[config.mk]
export PLATFORM = sky130hd
export DESIGN_NAME = xorshift64star_range_rng
export DESIGN_NICKNAME = d
export VERILOG_FILES = /design/src/xrng_pkg.sv /design/src/xorshift64star_range_rng.sv
export SDC_FILE = /design/constraint.sdc
export NUM_CORES = 1
export LEC_CHECK = 0
export BUFFER_PORTS_ARGS = -buffer_cell sky130_fd_sc_hd__buf_2
export CORE_MARGIN = 2
export CORE_UTILIZATION = 40
export CTS_CLUSTER_DIAMETER = 40
export DETAILED_ROUTE_END_ITERATION = 16
export HOLD_SLACK_MARGIN = 0.08
export PLACE_DENSITY = 0.62
export SLEW_MARGIN = 10
export SYNTH_ARGS = -nofsm -noshare
export SYNTH_HDL_FRONTEND = slang
export SYNTH_SLANG_ARGS = --single-unit
export TNS_END_PERCENT = 30
[constraint.sdc]
create_clock -name i_clk -period 26.2 [get_ports i_clk]
set_input_delay 0 -clock i_clk [delete_from_list [all_inputs] [get_ports i_clk]]
set_output_delay 0 -clock i_clk [all_outputs]
set_load 0.02 [all_outputs]
[src/xrng_pkg.sv]
// ---------------------------------------------------------------------------
// xrng_pkg
// Types and constants of the xorshift64* range generator.
// ---------------------------------------------------------------------------
package xrng_pkg;

    localparam int unsigned STATE_W = 64;
    localparam int unsigned WORD_W  = 32;
    localparam int unsigned ACT_W   = 2;

    localparam logic [STATE_W-1:0] RESET_STATE = 64'h9E37_79B9_7F4A_7C15;
    localparam logic [STATE_W-1:0] MIX_MULT    = 64'h2545_F491_4F6C_DD1D;
    localparam logic [STATE_W-1:0] MIX_MULT3   = MIX_MULT + (MIX_MULT << 1);

    typedef enum logic [ACT_W-1:0] {
        ACT_SEED    = 2'd0,
        ACT_RAW     = 2'd1,
        ACT_BELOW   = 2'd2,
        ACT_BETWEEN = 2'd3
    } t_action;

endpackage

[src/xorshift64star_range_rng.sv]
// Steps: a raw draw loads the request, then runs 32 radix-4 multiply steps; a ranged draw
//   runs 32 more bit-serial remainder steps; an empty range skips both; seed gives no result.
// Requests: taken one at a time, through the shared shift-add multiplier and the restoring
//   remainder unit, which run one after the other; the next is taken once the result has
//   moved to the output register.
// Reset: synchronous, active low; state returns to 0x9E3779B97F4A7C15, no result pending.
// ---------------------------------------------------------------------------
// xorshift64star_range_rng
// xorshift64* generator with seed, raw, below-bound and between-bounds draws.
// ---------------------------------------------------------------------------
module xorshift64star_range_rng
    import xrng_pkg::*;
(
    input  logic        i_clk,
    input  logic        i_rst_n,
    input  logic        i_s_axis_tvalid,
    output logic        o_s_axis_tready,
    input  logic [95:0] i_s_axis_tdata,  // seed_value[31:0], bound_low[63:32], bound_high[95:64]
    input  logic [1:0]  i_s_axis_tuser,  // action[1:0]
    output logic        o_m_axis_tvalid,
    input  logic        i_m_axis_tready,
    output logic [31:0] o_m_axis_tdata   // value[31:0]
);

    typedef enum logic [1:0] {
        ST_IDLE,
        ST_MUL,
        ST_DIV,
        ST_FIN
    } t_fsm;

    t_fsm                 r_fsm;
    logic [STATE_W-1:0]   r_state;
    logic [STATE_W-1:0]   r_mul_s;
    logic [STATE_W-1:0]   r_mc;
    logic [STATE_W-1:0]   r_mc3;
    logic [STATE_W-1:0]   r_acc;
    logic [WORD_W-1:0]    r_div;
    logic [WORD_W-1:0]    r_rem;
    logic [WORD_W-1:0]    r_span;
    logic [WORD_W-1:0]    r_base;
    logic [WORD_W-1:0]    r_res;
    logic [WORD_W-1:0]    r_odata;
    logic [4:0]           r_cnt;
    logic                 r_use_mod;
    logic                 r_ovalid;

    t_action              w_act;
    logic [WORD_W-1:0]    w_seed;
    logic signed [WORD_W-1:0] w_lo;
    logic signed [WORD_W-1:0] w_hi;
    logic [STATE_W-1:0]   w_xs1;
    logic [STATE_W-1:0]   w_xs2;
    logic [STATE_W-1:0]   w_xs;
    logic [STATE_W-1:0]   w_pp;
    logic [STATE_W-1:0]   n_acc;
    logic [WORD_W:0]      w_trial;
    logic [WORD_W-1:0]    n_rem;
    logic                 w_accept;
    logic                 w_out_free;

    assign w_act  = t_action'(i_s_axis_tuser);
    assign w_seed = i_s_axis_tdata[31:0];
    assign w_lo   = i_s_axis_tdata[63:32];
    assign w_hi   = i_s_axis_tdata[95:64];

    assign w_xs1 = r_state ^ (r_state >> 12);
    assign w_xs2 = w_xs1 ^ (w_xs1 << 25);
    assign w_xs  = w_xs2 ^ (w_xs2 >> 27);

    // radix-4 digit of the state times the shifted constant
    always_comb begin
        case (r_mul_s[1:0])
            2'd0:    w_pp = '0;
            2'd1:    w_pp = r_mc;
            2'd2:    w_pp = r_mc << 1;
            2'd3:    w_pp = r_mc3;
            default: w_pp = '0;
        endcase
    end
    assign n_acc = r_acc + w_pp;

    // restoring remainder step
    assign w_trial = {r_rem, r_div[WORD_W-1]};
    assign n_rem   = (w_trial >= {1'b0, r_span}) ? WORD_W'(w_trial - {1'b0, r_span})
                                                  : w_trial[WORD_W-1:0];

    assign o_s_axis_tready = (r_fsm == ST_IDLE);
    assign w_accept        = i_s_axis_tvalid && o_s_axis_tready;
    assign w_out_free      = !r_ovalid || i_m_axis_tready;
    assign o_m_axis_tvalid = r_ovalid;
    assign o_m_axis_tdata  = r_odata;

    always_ff @(posedge i_clk) begin
        if (!i_rst_n) begin
            r_fsm    <= ST_IDLE;
            r_state  <= RESET_STATE;
            r_ovalid <= 1'b0;
            r_cnt    <= '0;
        end else begin
            if ((r_fsm == ST_FIN) && w_out_free) begin
                r_ovalid <= 1'b1;
            end else if (i_m_axis_tready) begin
                r_ovalid <= 1'b0;
            end
            case (r_fsm)
                ST_IDLE: begin
                    if (w_accept) begin
                        r_acc     <= '0;
                        r_mc      <= MIX_MULT;
                        r_mc3     <= MIX_MULT3;
                        r_mul_s   <= w_xs;
                        r_cnt     <= '0;
                        r_base    <= (w_act == ACT_BETWEEN) ? w_lo : '0;
                        r_span    <= (w_act == ACT_BETWEEN) ? WORD_W'(w_hi - w_lo) : w_hi;
                        r_use_mod <= (w_act != ACT_RAW);
                        case (w_act)
                            ACT_SEED: begin
                                r_state <= (w_seed == '0) ? STATE_W'(1)
                                                          : {{WORD_W{1'b0}}, w_seed};
                            end
                            ACT_RAW: begin
                                r_state   <= w_xs;
                                r_fsm     <= ST_MUL;
                            end
                            ACT_BELOW: begin
                                if (w_hi <= 0) begin
                                    r_res <= '0;
                                    r_fsm <= ST_FIN;
                                end else begin
                                    r_state <= w_xs;
                                    r_fsm   <= ST_MUL;
                                end
                            end
                            ACT_BETWEEN: begin
                                if (w_hi <= w_lo) begin
                                    r_res <= w_lo;
                                    r_fsm <= ST_FIN;
                                end else begin
                                    r_state <= w_xs;
                                    r_fsm   <= ST_MUL;
                                end
                            end
                            default: begin
                                r_fsm <= ST_IDLE;
                            end
                        endcase
                    end
                end
                ST_MUL: begin
                    r_acc   <= n_acc;
                    r_mul_s <= r_mul_s >> 2;
                    r_mc    <= r_mc << 2;
                    r_mc3   <= r_mc3 << 2;
                    r_cnt   <= r_cnt + 5'd1;
                    if (r_cnt == '1) begin
                        if (r_use_mod) begin
                            r_div <= n_acc[STATE_W-1:WORD_W];
                            r_rem <= '0;
                            r_fsm <= ST_DIV;
                        end else begin
                            r_res <= n_acc[STATE_W-1:WORD_W];
                            r_fsm <= ST_FIN;
                        end
                    end
                end
                ST_DIV: begin
                    r_rem <= n_rem;
                    r_div <= r_div << 1;
                    r_cnt <= r_cnt + 5'd1;
                    if (r_cnt == '1) begin
                        r_res <= r_base + n_rem;
                        r_fsm <= ST_FIN;
                    end
                end
                ST_FIN: begin
                    if (w_out_free) begin
                        r_odata  <= r_res;
                        r_fsm    <= ST_IDLE;
                    end
                end
                default: begin
                    r_fsm <= ST_IDLE;
                end
            endcase
        end
    end

endmodule

==> metrics list, run 1 <==
- Vias per cell: 5.42
- Final core utilization: 48.0%
* Area used by multi-input combinational logic: 16100 µm²
- Total wirelength of the detailed-routed design: 84.1 mm
* Antenna violations before repair: 1
* Slew Viols, Final: 0
* Most frequent CP cell: sky130_fd_sc_hd__a21o_1
- The top cell type by area accounts for 41.9% of the synthesized area.
- By startpoint and endpoint, the worst setup path is classified as flop to flop.
- Across the routed clock network, the largest skew measured is 0.0460 ns.
- Detailed Route Iter0 Violations: 1846
- Setup crit start kind: flop
- The synthesized design contains 444 enable-type register cells.
* HPWL after detailed placement: 58.6 mm
- Die Width: 286 µm
* Number of remaining DRC errors: 0
* Clk buf depth: 3
* Top fanout value on the critical path: 13
* Core area: 78900 µm²
* Final Instance Count excl. Fillers: 4422
- Largest incremental delay on the critical path: 0.59 ns
- After filler insertion, the fill cell instance count of the layout stands at 7374.
- Most instantiated flip-flop cell in the synthesis netlist: sky130_fd_sc_hd__edfxtp_1
* Peak clock frequency supported by timing: 146 MHz
- Routed wire length per instance: 19.0 µm
- STA classifies the critical path endpoint as a flop.
- Cells after Synth: 3066
* TritonCTS clock tree: yes
- The cell sitting at the root of the clock tree is a sky130_fd_sc_hd__clkbuf_16.
* CTS clock-pin slew for the worst setup and hold paths: 0.05 ns
* Footprint of the flip-flops and latches: 14800 µm²
* DIE HEIGHT: 286 µm
* Total negative setup slack: 0 ns
- Synth Register Bits: 516
- Required @ worst endpoint: 26.55 ns
- Number of iterations in the first detailed-routing pass: 5
- Data on the critical path arrives at its endpoint at 7.22 ns.
- The number of global-route vias before repair is 23500.
* Post-Synthesis Cell Area: 31800 µm²
- Synthesis produced a netlist with a net count of 3344.
- Of the synthesized area, sequential elements account for 46.4%.
- Static Leak: 14.4 nW
- The first global-routing pass estimated 131 mm of wire.
* Placed instance count: 4133
* Via count: 24000
- From synthesis to final layout, the design area changed by 18.9%.
- After synthesis, the mean cell area works out to 10.4 µm².
- Crit path buf inv count: 0
- Across the VDD grid, the largest voltage drop is 0.0995 mV.
- The congestion estimate from routability-driven global placement came to 0.923.
- In this run the remaining antenna-violating nets after routing total 0.
* Highest-delay cell along the critical path: sky130_fd_sc_hd__a21o_1
- The tool flagged a number of max-cap violations equal to 0.
* Ordered list of cells on the worst path: ha_1 -> and3_1 -> o21ai_1 -> a31oi_1 -> a21oi_2 -> o311a_1 -> o41ai_4 -> a21o_1 -> mux2_1 -> ha_1 -> a21o_1 -> a21o_1 -> a2111oi_0 -> nor3_1 -> nor2_1 -> a31oi_1 -> a41o_1 -> nor2_1 -> o31ai_1 -> xnor2_1 -> o221ai_1
* Unrepaired setup endpoints after global routing: no
- At the pin with the least slew margin, the transition time is 1.11 ns.
- Timing analysis after detailed placement gives a worst setup slack of 19.58 ns.
- The total overflow left after global routing is 0.
- During I/O placement, the number of pins put on the boundary was 136.
- At the later pin of the worst-skew pair, clock insertion delay measures 0.65 ns.
- The final hold violation count was 0.
* Maximum number of pins on one net before global-route repair: 180
- TritonCTS created 90 clock buffers.
- Initial core utilization: 40.4%
- For this run, the post-layout net count is 3572.
- Hold is met by 0.242 ns.
- The most common cell in the synthesized netlist is sky130_fd_sc_hd__edfxtp_1.
- Total global-route track usage: 20.2%
* Status: completed
- The die covers 81900 µm².
- Worst slew margin relative to its limit: 25.8%
* Site row count: 103
- Post-synthesis cell type with the largest combined area: sky130_fd_sc_hd__edfxtp_1
- Once the clock tree was built, the resizer swapped 0 gates to a different size.
* Final setup violation count: 0
- The tightest min-delay check is of the input pin to flop type.
* Area contributors post-synth: sky130_fd_sc_hd__edfxtp_1, sky130_fd_sc_hd__ha_1, sky130_fd_sc_hd__xnor2_1
* Fraction of the cycle the final worst path needs: 26.2%
- Count of port buffers added during placement: 135
- Total number of clock tree sinks: 516
* Fin crit period: 6.87 ns
- Power spread over the standard cell area amounts to 137 nW/µm².
- Layout cell share with drive strength beyond 1: 14.5%
* Count of cell types in the netlist: 95
* Setup slack after layout: 19.33 ns
- 0 antenna diodes ended up in the layout.
- Dominant delay contributor by cell family on the critical path: compound AO/OA/AOI/OAI gates
- Most instantiated cells after synthesis: sky130_fd_sc_hd__edfxtp_1, sky130_fd_sc_hd__nand2_1, sky130_fd_sc_hd__nor2_1
* Ys Warns: 0
- Async S/R FF share, synth: 0%
* Htree depth: 3
-- report_power, final --
| group | internal, mW | leakage [nW] | switching (mW) |
|---|---|---|---|
| registers | 1.24 | 4.61 | 0.106 |
| clock network | 0.767 | 1.51 | 0.439 |
| logic | 1.07 | 8.32 | 1.57 |
| total | 3.08 | 14.4 | 2.12 |
-- metal layers --
layer	vias up	GRT usage, %	share of wire (%)
li1	11700	-	-
met1	11500	27.9	46
met2	590	32.5	46
met3	125	3.00	5.2
met4	0	6.54	2.6
met5	-	0	0
-- flip-flops by register name (all words and copies together) (netlist names) --
signal / count
r_use_mod: 1
r_acc: 64
r_span: 32
r_res: 32
r_state: 64
r_base: 32
r_mul_s: 64
r_mc: 60
o_m_axis_tvalid: 1
r_div: 32
o_m_axis_tdata: 32
r_cnt: 5
r_rem: 32
r_mc3: 63
r_fsm: 2
-- through the flow --
step	cell area, µm²	total power, mW
floorplan	31800	3.34
global placement	33500	3.94
detailed placement	33500	3.95
CTS	37900	5.21
global route	37900	5.56
finish	37900	5.19
-- worst min-delay path, delay by kind of cell --
| family | cells | cell delay (ns) |
|---|---|---|
| AOI/OAI and AO/OA | 2 | 0.20 |
| buffers and inverters | 2 | 0.64 |
-- path summary, 6_finish.rpt --
kind | cells past startpoint | startpoint | endpoint | slack [ns]
setup / recovery | 21 | r_rem[3] | r_res[30] | 19.33
hold / removal | 4 | i_s_axis_tdata[2] | r_state[2] | 0.24
setup reg to reg | 21 | r_rem[3] | r_res[30] | 19.33
hold reg to reg | 0 | r_res[1] | o_m_axis_tdata[1] | 0.42
-- placed cells by master, fill, tap and decap left out, types with 126 or more instances in the layout --
cell / synthesis / routed
sky130_fd_sc_hd__a21oi_1: 199 / 199
sky130_fd_sc_hd__buf_2: 21 / 135
sky130_fd_sc_hd__edfxtp_1: 444 / 444
sky130_fd_sc_hd__ha_1: 172 / 169
sky130_fd_sc_hd__inv_1: 126 / 126
sky130_fd_sc_hd__mux2_2: 134 / 134
sky130_fd_sc_hd__nand2_1: 268 / 268
sky130_fd_sc_hd__nor2_1: 200 / 198
sky130_fd_sc_hd__o21ai_0: 128 / 128
sky130_fd_sc_hd__xnor2_1: 177 / 177
-- area by class of cell --
type                    count  area share, %
multi-input cells        2282           42.5
clock inverters            65           1.92
clock buffers             105           6.37
well taps                1050           3.47
flip-flops and latches    516           39.0
inverters                 128           1.27
repair buffers            276           5.40
-- repair_timing --
action,CTS,global route
hold endpoints to repair,153,0
setup buffers,0,0
endpoints found under the setup margin,0,0
hold buffers,119,0
-- logic make-up after synthesis --
kind of cell               count (synthesis)  share of synthesized area [%]
DFF                                      516                           46.4
AOI/OAI and AO/OA                        790                           16.8
buffers and inverters                    268                           3.25
muxes                                    143                           5.04
xor gates and xnor gates                 275                           7.59
and+or+nand+nor                          898                           13.9
adders and majority gates                176                           7.01
No activity file was read; power rests on OpenSTA's default activity.
==> inputs of run 2 (changes only) <==
- PLACE_DENSITY: 0.62 -> 0.64
- clock period: 26.2 -> 6.12 ns (I/O delays scaled with it)
==> metrics list, run 2 (synthesis gave the netlist of run 1 again) <==
* Comb power frac: 51.1%
- Final antenna-violating net count: 0
- The number of cells on the worst reg-to-reg path is 24.
- The flow ran to the end, and the final reports show no timing, DRC or antenna violations.
- The first detailed-routing pass ran for 5 iterations.
- Counting along the longest clock path gives a buffer depth of 3.
* Cell area after layout: 38200 µm²
* Power density of the placed cells: 586 nW/µm²
* Largest registers: r_acc x64, r_mul_s x64, r_state x64
- The worst hold path terminates at r_res[29].
* Setup crit end kind: flop
- Static timing analysis puts the maximum clock frequency at 174 MHz.
- Clock power frac: 23.3%
- Dominant delay contributor by cell family on the critical path: compound AO/OA/AOI/OAI gates
* Area growth from synthesis to layout: 19.9%
- The floorplan step defined a die boundary enclosing 81900 µm².
* Fraction of the cycle the final worst path needs: 93.8%
- Total global-route track usage: 20.3%
* Share of power burned in registers: 25.6%
* Cell-internal power: 13.3 mW
- The worst register-to-register path begins at r_rem[1].
- In this run the critical register-to-register path is captured at r_res[31].
- Using the TritonRoute via totals, the vias-per-cell ratio works out to 5.46.
- Final setup violation count: 0
- Fin crit period: 5.74 ns
* Ordered list of cells on the worst path: ha_1 -> and3_2 -> o21ai_1 -> a31oi_2 -> a21oi_4 -> o311a_4 -> o41ai_4 -> buf_4 -> a21oi_4 -> buf_12 -> o21ai_1 -> ha_1 -> a21oi_1 -> o21ai_0 -> a221oi_1 -> o21ai_1 -> or3_1 -> a211oi_1 -> buf_4 -> o21ai_1 -> a21oi_1 -> xor2_1 -> or3_1 -> nand3_1
- The min-delay analysis places its worst path in the category input pin to flop.
- Remaining Overflow, GRT: 0
- Most frequent CP cell: sky130_fd_sc_hd__o21ai_1
* Arrival time of the worst setup path: 6.12 ns
- The initial antenna violation count was 2.
* Final Hold Violating Endpoints: 0
* Unrepaired setup endpoints after global routing: no
* Top-level port count: 136
* Core area: 78900 µm²
- In the layout the commonest cells are sky130_fd_sc_hd__edfxtp_1, sky130_fd_sc_hd__nand2_1, sky130_fd_sc_hd__a21oi_1.
* Static Leak: 14.6 nW
- Clock tree synthesis selected as its root buffer the cell sky130_fd_sc_hd__clkbuf_16.
- For this run, design rule violations remaining after detail routing come to 0.
* HPWL after detailed placement: 59.1 mm
- Via count of the first global-routing pass: 23500
- Startpoint of the worst hold path: i_s_axis_tdata[61]
- Die Width: 286 µm
* Post-Place Cell Area: 33700 µm²
- The clock net in this run drives a total of 516 sinks.
- Global-route wire length before repair: 132 mm
- Summing over every cut layer, the via total after detailed routing is 24300.
- The slowest stage of the critical path is the sky130_fd_sc_hd__o311a_4 cell.
* Total wirelength of the detailed-routed design: 84.3 mm
- Across the VDD grid, the largest voltage drop is 0.376 mV.
- Initial core utilization: 40.4%
- Worst reg2reg setup slack: 0.38 ns
- Worst-Skew Late Latency: 0.66 ns
- Slew Viols, Final: 0
- Routability-driven placement finished with a final weighted congestion of 0.924.
- Net switching share of the total power: 40.8%
* Tightest Pin Transition: 1.20 ns
- The worst hold path was traced through 4 stages.
- Startpoint-to-endpoint class of the critical path: flop to flop
* Post-place setup slack: -0.223 ns
- The worst path meets setup with 0.377 ns of slack.
- For this block, the initial DRC count from the detailed router was 1920.
* Max cap viols: 0
- Routed wire length per instance: 19.0 µm
* Required @ worst endpoint: 6.50 ns
- Of the cells placed in the final design, the portion with a size suffix greater than 1 is 15.1%.
* Top fanout value on the critical path: 15
* Maximum number of pins on one net before global-route repair: 104
- Across the routed clock network, the largest skew measured is 0.0608 ns.
- Net Switching: 9.13 mW
- Worst slew margin relative to its limit: 19.7%
- The largest single stage delay on the critical path is 0.42 ns.
* Count of port buffers added during placement: 135
* Setup crit start kind: flop
* Most common cell after layout, fill and taps aside: sky130_fd_sc_hd__edfxtp_1
- Htree depth: 3
- CTS clock-pin slew for the worst setup and hold paths: 0.06 ns
- The die is 286 µm tall.
* Site row count: 103
- Number of nets at the end of the flow: 3598
- TritonCTS clock tree: yes
- In this run, CTS created clock tree buffers numbering 89.
* Crit path buf inv count: 3
==> run 2: stage by stage <==
stage	utilization, %	TNS, ns	std cells	power (mW)	hold WS (ns)
floorplan	-	0	3066	14.2	0.184
global placement	42.7	-0.141	4150	16.9	0.326
detailed placement	42.7	-0.619	4150	17.0	0.333
CTS	48.3	0	4441	22.4	0.198
global route	48.4	0	4444	23.9	0.256
finish	48.4	0	4445	22.4	0.233
==> run 2: final cells by class <==
type / count / area, µm²
fill: 7278 / 40700
multi-input combinational: 2282 / 16200
sequential: 516 / 14800
timing repair buffer: 303 / 2300
clock buffer: 101 / 2280
tap: 1050 / 1310
clock inverter: 64 / 871
inverter: 128 / 482
antenna: 1 / 2.50
==> run 2: what timing repair did <==
action,in CTS,in global routing
hold buffers,126,0
buffers inserted,0,3
endpoints found under the hold margin,155,0
pin swaps,0,2
resized for setup,3,8
setup endpoints to repair,3,12
==> run 2: power by group through the flow <==
stage          clock [mW]  sequential [mW]  combinational, mW
2_1_floorplan           0             5.67               8.51
5_1_grt              5.45             5.81               12.6
3_3_place_gp            0             5.79               11.1
6_report             5.21             5.74               11.4
3_5_place_dp            0             5.79               11.2
4_1_cts              5.30             5.74               11.4
==> run 2: worst register-to-register path, stage by stage, from the launching register on <==
cell and delay, ns:
sky130_fd_sc_hd__edfxtp_1 0.39, sky130_fd_sc_hd__ha_1 0.37, sky130_fd_sc_hd__and3_2 0.28, sky130_fd_sc_hd__o21ai_1 0.12, sky130_fd_sc_hd__a31oi_2 0.27, sky130_fd_sc_hd__a21oi_4 0.13
sky130_fd_sc_hd__o311a_4 0.42, sky130_fd_sc_hd__o41ai_4 0.31, sky130_fd_sc_hd__buf_4 0.19, sky130_fd_sc_hd__a21oi_4 0.08, sky130_fd_sc_hd__buf_12 0.18, sky130_fd_sc_hd__o21ai_1 0.22
sky130_fd_sc_hd__ha_1 0.33, sky130_fd_sc_hd__a21oi_1 0.17, sky130_fd_sc_hd__o21ai_0 0.12, sky130_fd_sc_hd__a221oi_1 0.28, sky130_fd_sc_hd__o21ai_1 0.17, sky130_fd_sc_hd__or3_1 0.39
sky130_fd_sc_hd__a211oi_1 0.28, sky130_fd_sc_hd__buf_4 0.18, sky130_fd_sc_hd__o21ai_1 0.06, sky130_fd_sc_hd__a21oi_1 0.17, sky130_fd_sc_hd__xor2_1 0.19, sky130_fd_sc_hd__or3_1 0.13
sky130_fd_sc_hd__nand3_1 0.07
==> run 2: layer usage <==
| layer | GRT usage, % | share of wire, % | vias to the layer above |
|---|---|---|---|
| met5 | 0 | 0 | - |
| met4 | 6.75 | 2.8 | 0 |
| li1 | - | - | 11800 |
| met3 | 2.89 | 5.6 | 136 |
| met2 | 32.5 | 46 | 696 |
| met1 | 28.2 | 46 | 11600 |
==> run 2: worst max path at each step <==
stage	startpoint	to	slack [ns]	cells past startpoint
global route	r_rem[1]	r_res[31]	0.01	24
CTS	r_rem[1]	r_res[30]	0.03	21
global placement	r_rem[1]	r_res[30]	-0.06	21
floorplan	r_fsm[1]	r_acc[0]	0.68	6
detailed placement	r_rem[2]	r_res[30]	-0.22	21
finish	r_rem[1]	r_res[31]	0.38	24
==> inputs of run 3 (changes only) <==
- GPL_TIMING_DRIVEN: default -> 0
==> metrics list, run 3 (synthesis gave the netlist of run 1 again) <==
- The final hold violation count was 0.
- Comb power frac: 52.2%
- STA classifies the critical path endpoint as a flop.
* Worst-Skew Late Latency: 0.65 ns
- Across the routed clock network, the largest skew measured is 0.0287 ns.
- Power density of the placed cells: 599 nW/µm²
- Vias per cell: 5.50
* Static Leak: 14.8 nW
* Net switching share of the total power: 42.1%
- Remaining Overflow, GRT: 0
* Peak clock frequency supported by timing: 166 MHz
* Post-Place Cell Area: 34100 µm²
- Detailed-routed wire length on met3: 6.83 mm
* Clock power frac: 23.2%
- Number of diodes added for antenna fixing: 0
- On the critical path the largest part of the delay comes from compound AO/OA/AOI/OAI gates.
- Final setup violation count: 0
* Commonest non-fill, non-tap cells in the layout: sky130_fd_sc_hd__edfxtp_1, sky130_fd_sc_hd__nand2_1, sky130_fd_sc_hd__nor2_1
- The most numerous cell type found on the critical path is sky130_fd_sc_hd__o21ai_1.
* Final core utilization: 49.2%
- The first global-routing pass estimated 141 mm of wire.
- VDD sags by at most 0.393 mV.
* Crit path buf inv count: 2
- For this design, the slowest cell found on the critical path is sky130_fd_sc_hd__edfxtp_1.
- Tightest Pin Transition: 0.924 ns
- Slew Viols, Final: 0
- In the final routed layout, each cell accounts on average for 20.5 µm.
* Clk buf depth: 3
- The post-route netlist has 15.4% of its cells at a drive strength greater than 1.
* Detailed Route Iter0 Violations: 2230
- In this run the clock root is driven by a sky130_fd_sc_hd__clkbuf_16.
- The floorplan step defined a die boundary enclosing 81900 µm².
- Final antenna-violating net count: 0
* Net Switching: 9.80 mW
- After detailed routing, the wire length on met1 is 41.7 mm.
- For this configuration, the core starts out at a cell density of 40.4%.
- Unrepaired setup endpoints after global routing: yes
- The finished cells cover 38800 µm².
* Count of port buffers added during placement: 134
- The initial antenna violation count was 2.
- Top-level port count: 136
* Total wirelength of the detailed-routed design: 93.1 mm
* Via count: 25000
- Most common cell after layout, fill and taps aside: sky130_fd_sc_hd__edfxtp_1
* Max cap viols: 0
* Final estimated routing congestion in global placement: 0.935
- Routed signal wires occupy layers up through met5.
- Number of nets at the end of the flow: 3702
- Via count of the first global-routing pass: 24300
- The critical path is of the flop to flop type.
- The worst setup path is launched from a flop.
* Core area: 78900 µm²
- Total global-route track usage: 22.3%
- HPWL after detailed placement: 69.1 mm
- In the final layout, the registers with the most flip-flops are r_acc x64, r_mul_s x64, r_state x64.
* Number of remaining DRC errors: 0
* Arrival time of the worst setup path: 6.36 ns
* Fin crit period: 6.01 ns
* Largest incremental delay on the critical path: 0.46 ns
- Required @ worst endpoint: 6.47 ns
- Die Width: 286 µm
- Worst slew margin relative to its limit: 38.4%
- The floorplan has 103 rows.
- Maximum number of pins on one net before global-route repair: 48
- Area growth from synthesis to layout: 21.8%
* Number of iterations in the first detailed-routing pass: 6
- Htree depth: 3
* Share of power burned in registers: 24.6%
- Total number of clock tree sinks: 516
- The signal on the critical path passes through ha_4 -> and3_4 -> o21ai_1 -> a31oi_4 -> a21oi_4 -> o311a_4 -> o41ai_4 -> a21oi_4 -> buf_12 -> buf_4 -> nand2_1 -> o21ai_1 -> ha_1 -> a21oi_1 -> o21ai_0 -> a221oi_2 -> o21ai_2 -> or3_4 -> a211oi_4 -> o21ai_1 -> a21oi_1 -> xor2_1 -> or3_1 -> nand3_1.
* Inserted Clock Buffers: 91
* CTS clock-pin slew for the worst setup and hold paths: 0.05 ns
- TritonCTS built the clock tree.
- The path class of the tightest hold or removal check is input pin to flop.
- DIE HEIGHT: 286 µm
- Status: completed
* Cell-internal power: 13.5 mW
- Met2 wire length: 41.5 mm
* Top fanout value on the critical path: 10
* Fraction of the cycle the final worst path needs: 98.2%
-- run 3: changes by cell type in the layout (fill, tap and decap cells not counted), sizes merged --
cell	change
buf	+8
bufinv	+2
clkbuf	+110
clkinv	-5
clkinvlp	+2
diode	-1
dlygate4sd3	-16
inv	+5
-- run 3: area by class of cell --
class                      count  area (µm²)
inverter                     128         480
tap                         1050        1310
clock inverter                68         913
timing repair buffer         265        2100
sequential                   516       14800
fill                        7177       40100
clock buffer                 101        2330
buffer                       140         571
multi-input combinational   2282       16300
-- run 3: worst paths after layout --
path	slack, ns	cells past startpoint	from	end
setup reg to reg	0.11	24	r_rem[2]	r_res[31]
hold reg to reg	0.42	0	r_res[8]	o_m_axis_tdata[8]
hold / removal	0.20	4	i_s_axis_tdata[19]	r_state[19]
setup / recovery	0.11	24	r_rem[2]	r_res[31]
-- run 3: worst reg2reg max path: cells and delay by family, from the launching register on --
kind	cells	cell delay, ns
adders and majority gates	2	0.68
buffers and inverters	2	0.37
DFF	1	0.46
and+or+nand+nor	5	1.00
xor gates and xnor gates	1	0.23
AOI/OAI and AO/OA	14	2.99
-- run 3: per-layer routing --
metal / global-route usage (%) / up-vias
met4: 6.91 / 6
met1: 30.9 / 12000
met2: 34.7 / 848
met5: 0.872 / -
li1: - / 12000
met3: 4.71 / 176
-- run 3: power groups by stage --
stage	combinational, mW	sequential, mW	clock [mW]
6_report	12.1	5.73	5.39
5_1_grt	13.2	5.80	5.62
4_1_cts	11.9	5.73	5.45
3_5_place_dp	11.7	5.78	0
3_3_place_gp	11.5	5.87	0
2_1_floorplan	8.51	5.67	0
-- run 3: stage by stage --
| stage | total power [mW] | hold slack (ns) | instances | setup TNS [ns] | setup WS, ns |
|---|---|---|---|---|---|
| 6_report | 23.3 | 0.202 | 4550 | 0 | 0.110 |
| 3_3_place_gp | 17.4 | 0.324 | 4250 | -462.10 | -1.77 |
| 5_1_grt | 24.7 | 0.230 | 4550 | -0.211 | -0.0745 |
| 4_1_cts | 23.1 | 0.177 | 4546 | 0 | 0.0145 |
| 2_1_floorplan | 14.2 | 0.184 | 3066 | 0 | 0.680 |
| 3_5_place_dp | 17.5 | 0.318 | 4263 | -3.53 | -0.528 |
-- run 3: timing repair --
item,in CTS,in global routing
setup buffers,4,4
pin swaps,2,7
hold buffers,110,0
resized for setup,13,38
endpoints found under the setup margin,12,13
endpoints found under the hold margin,167,0
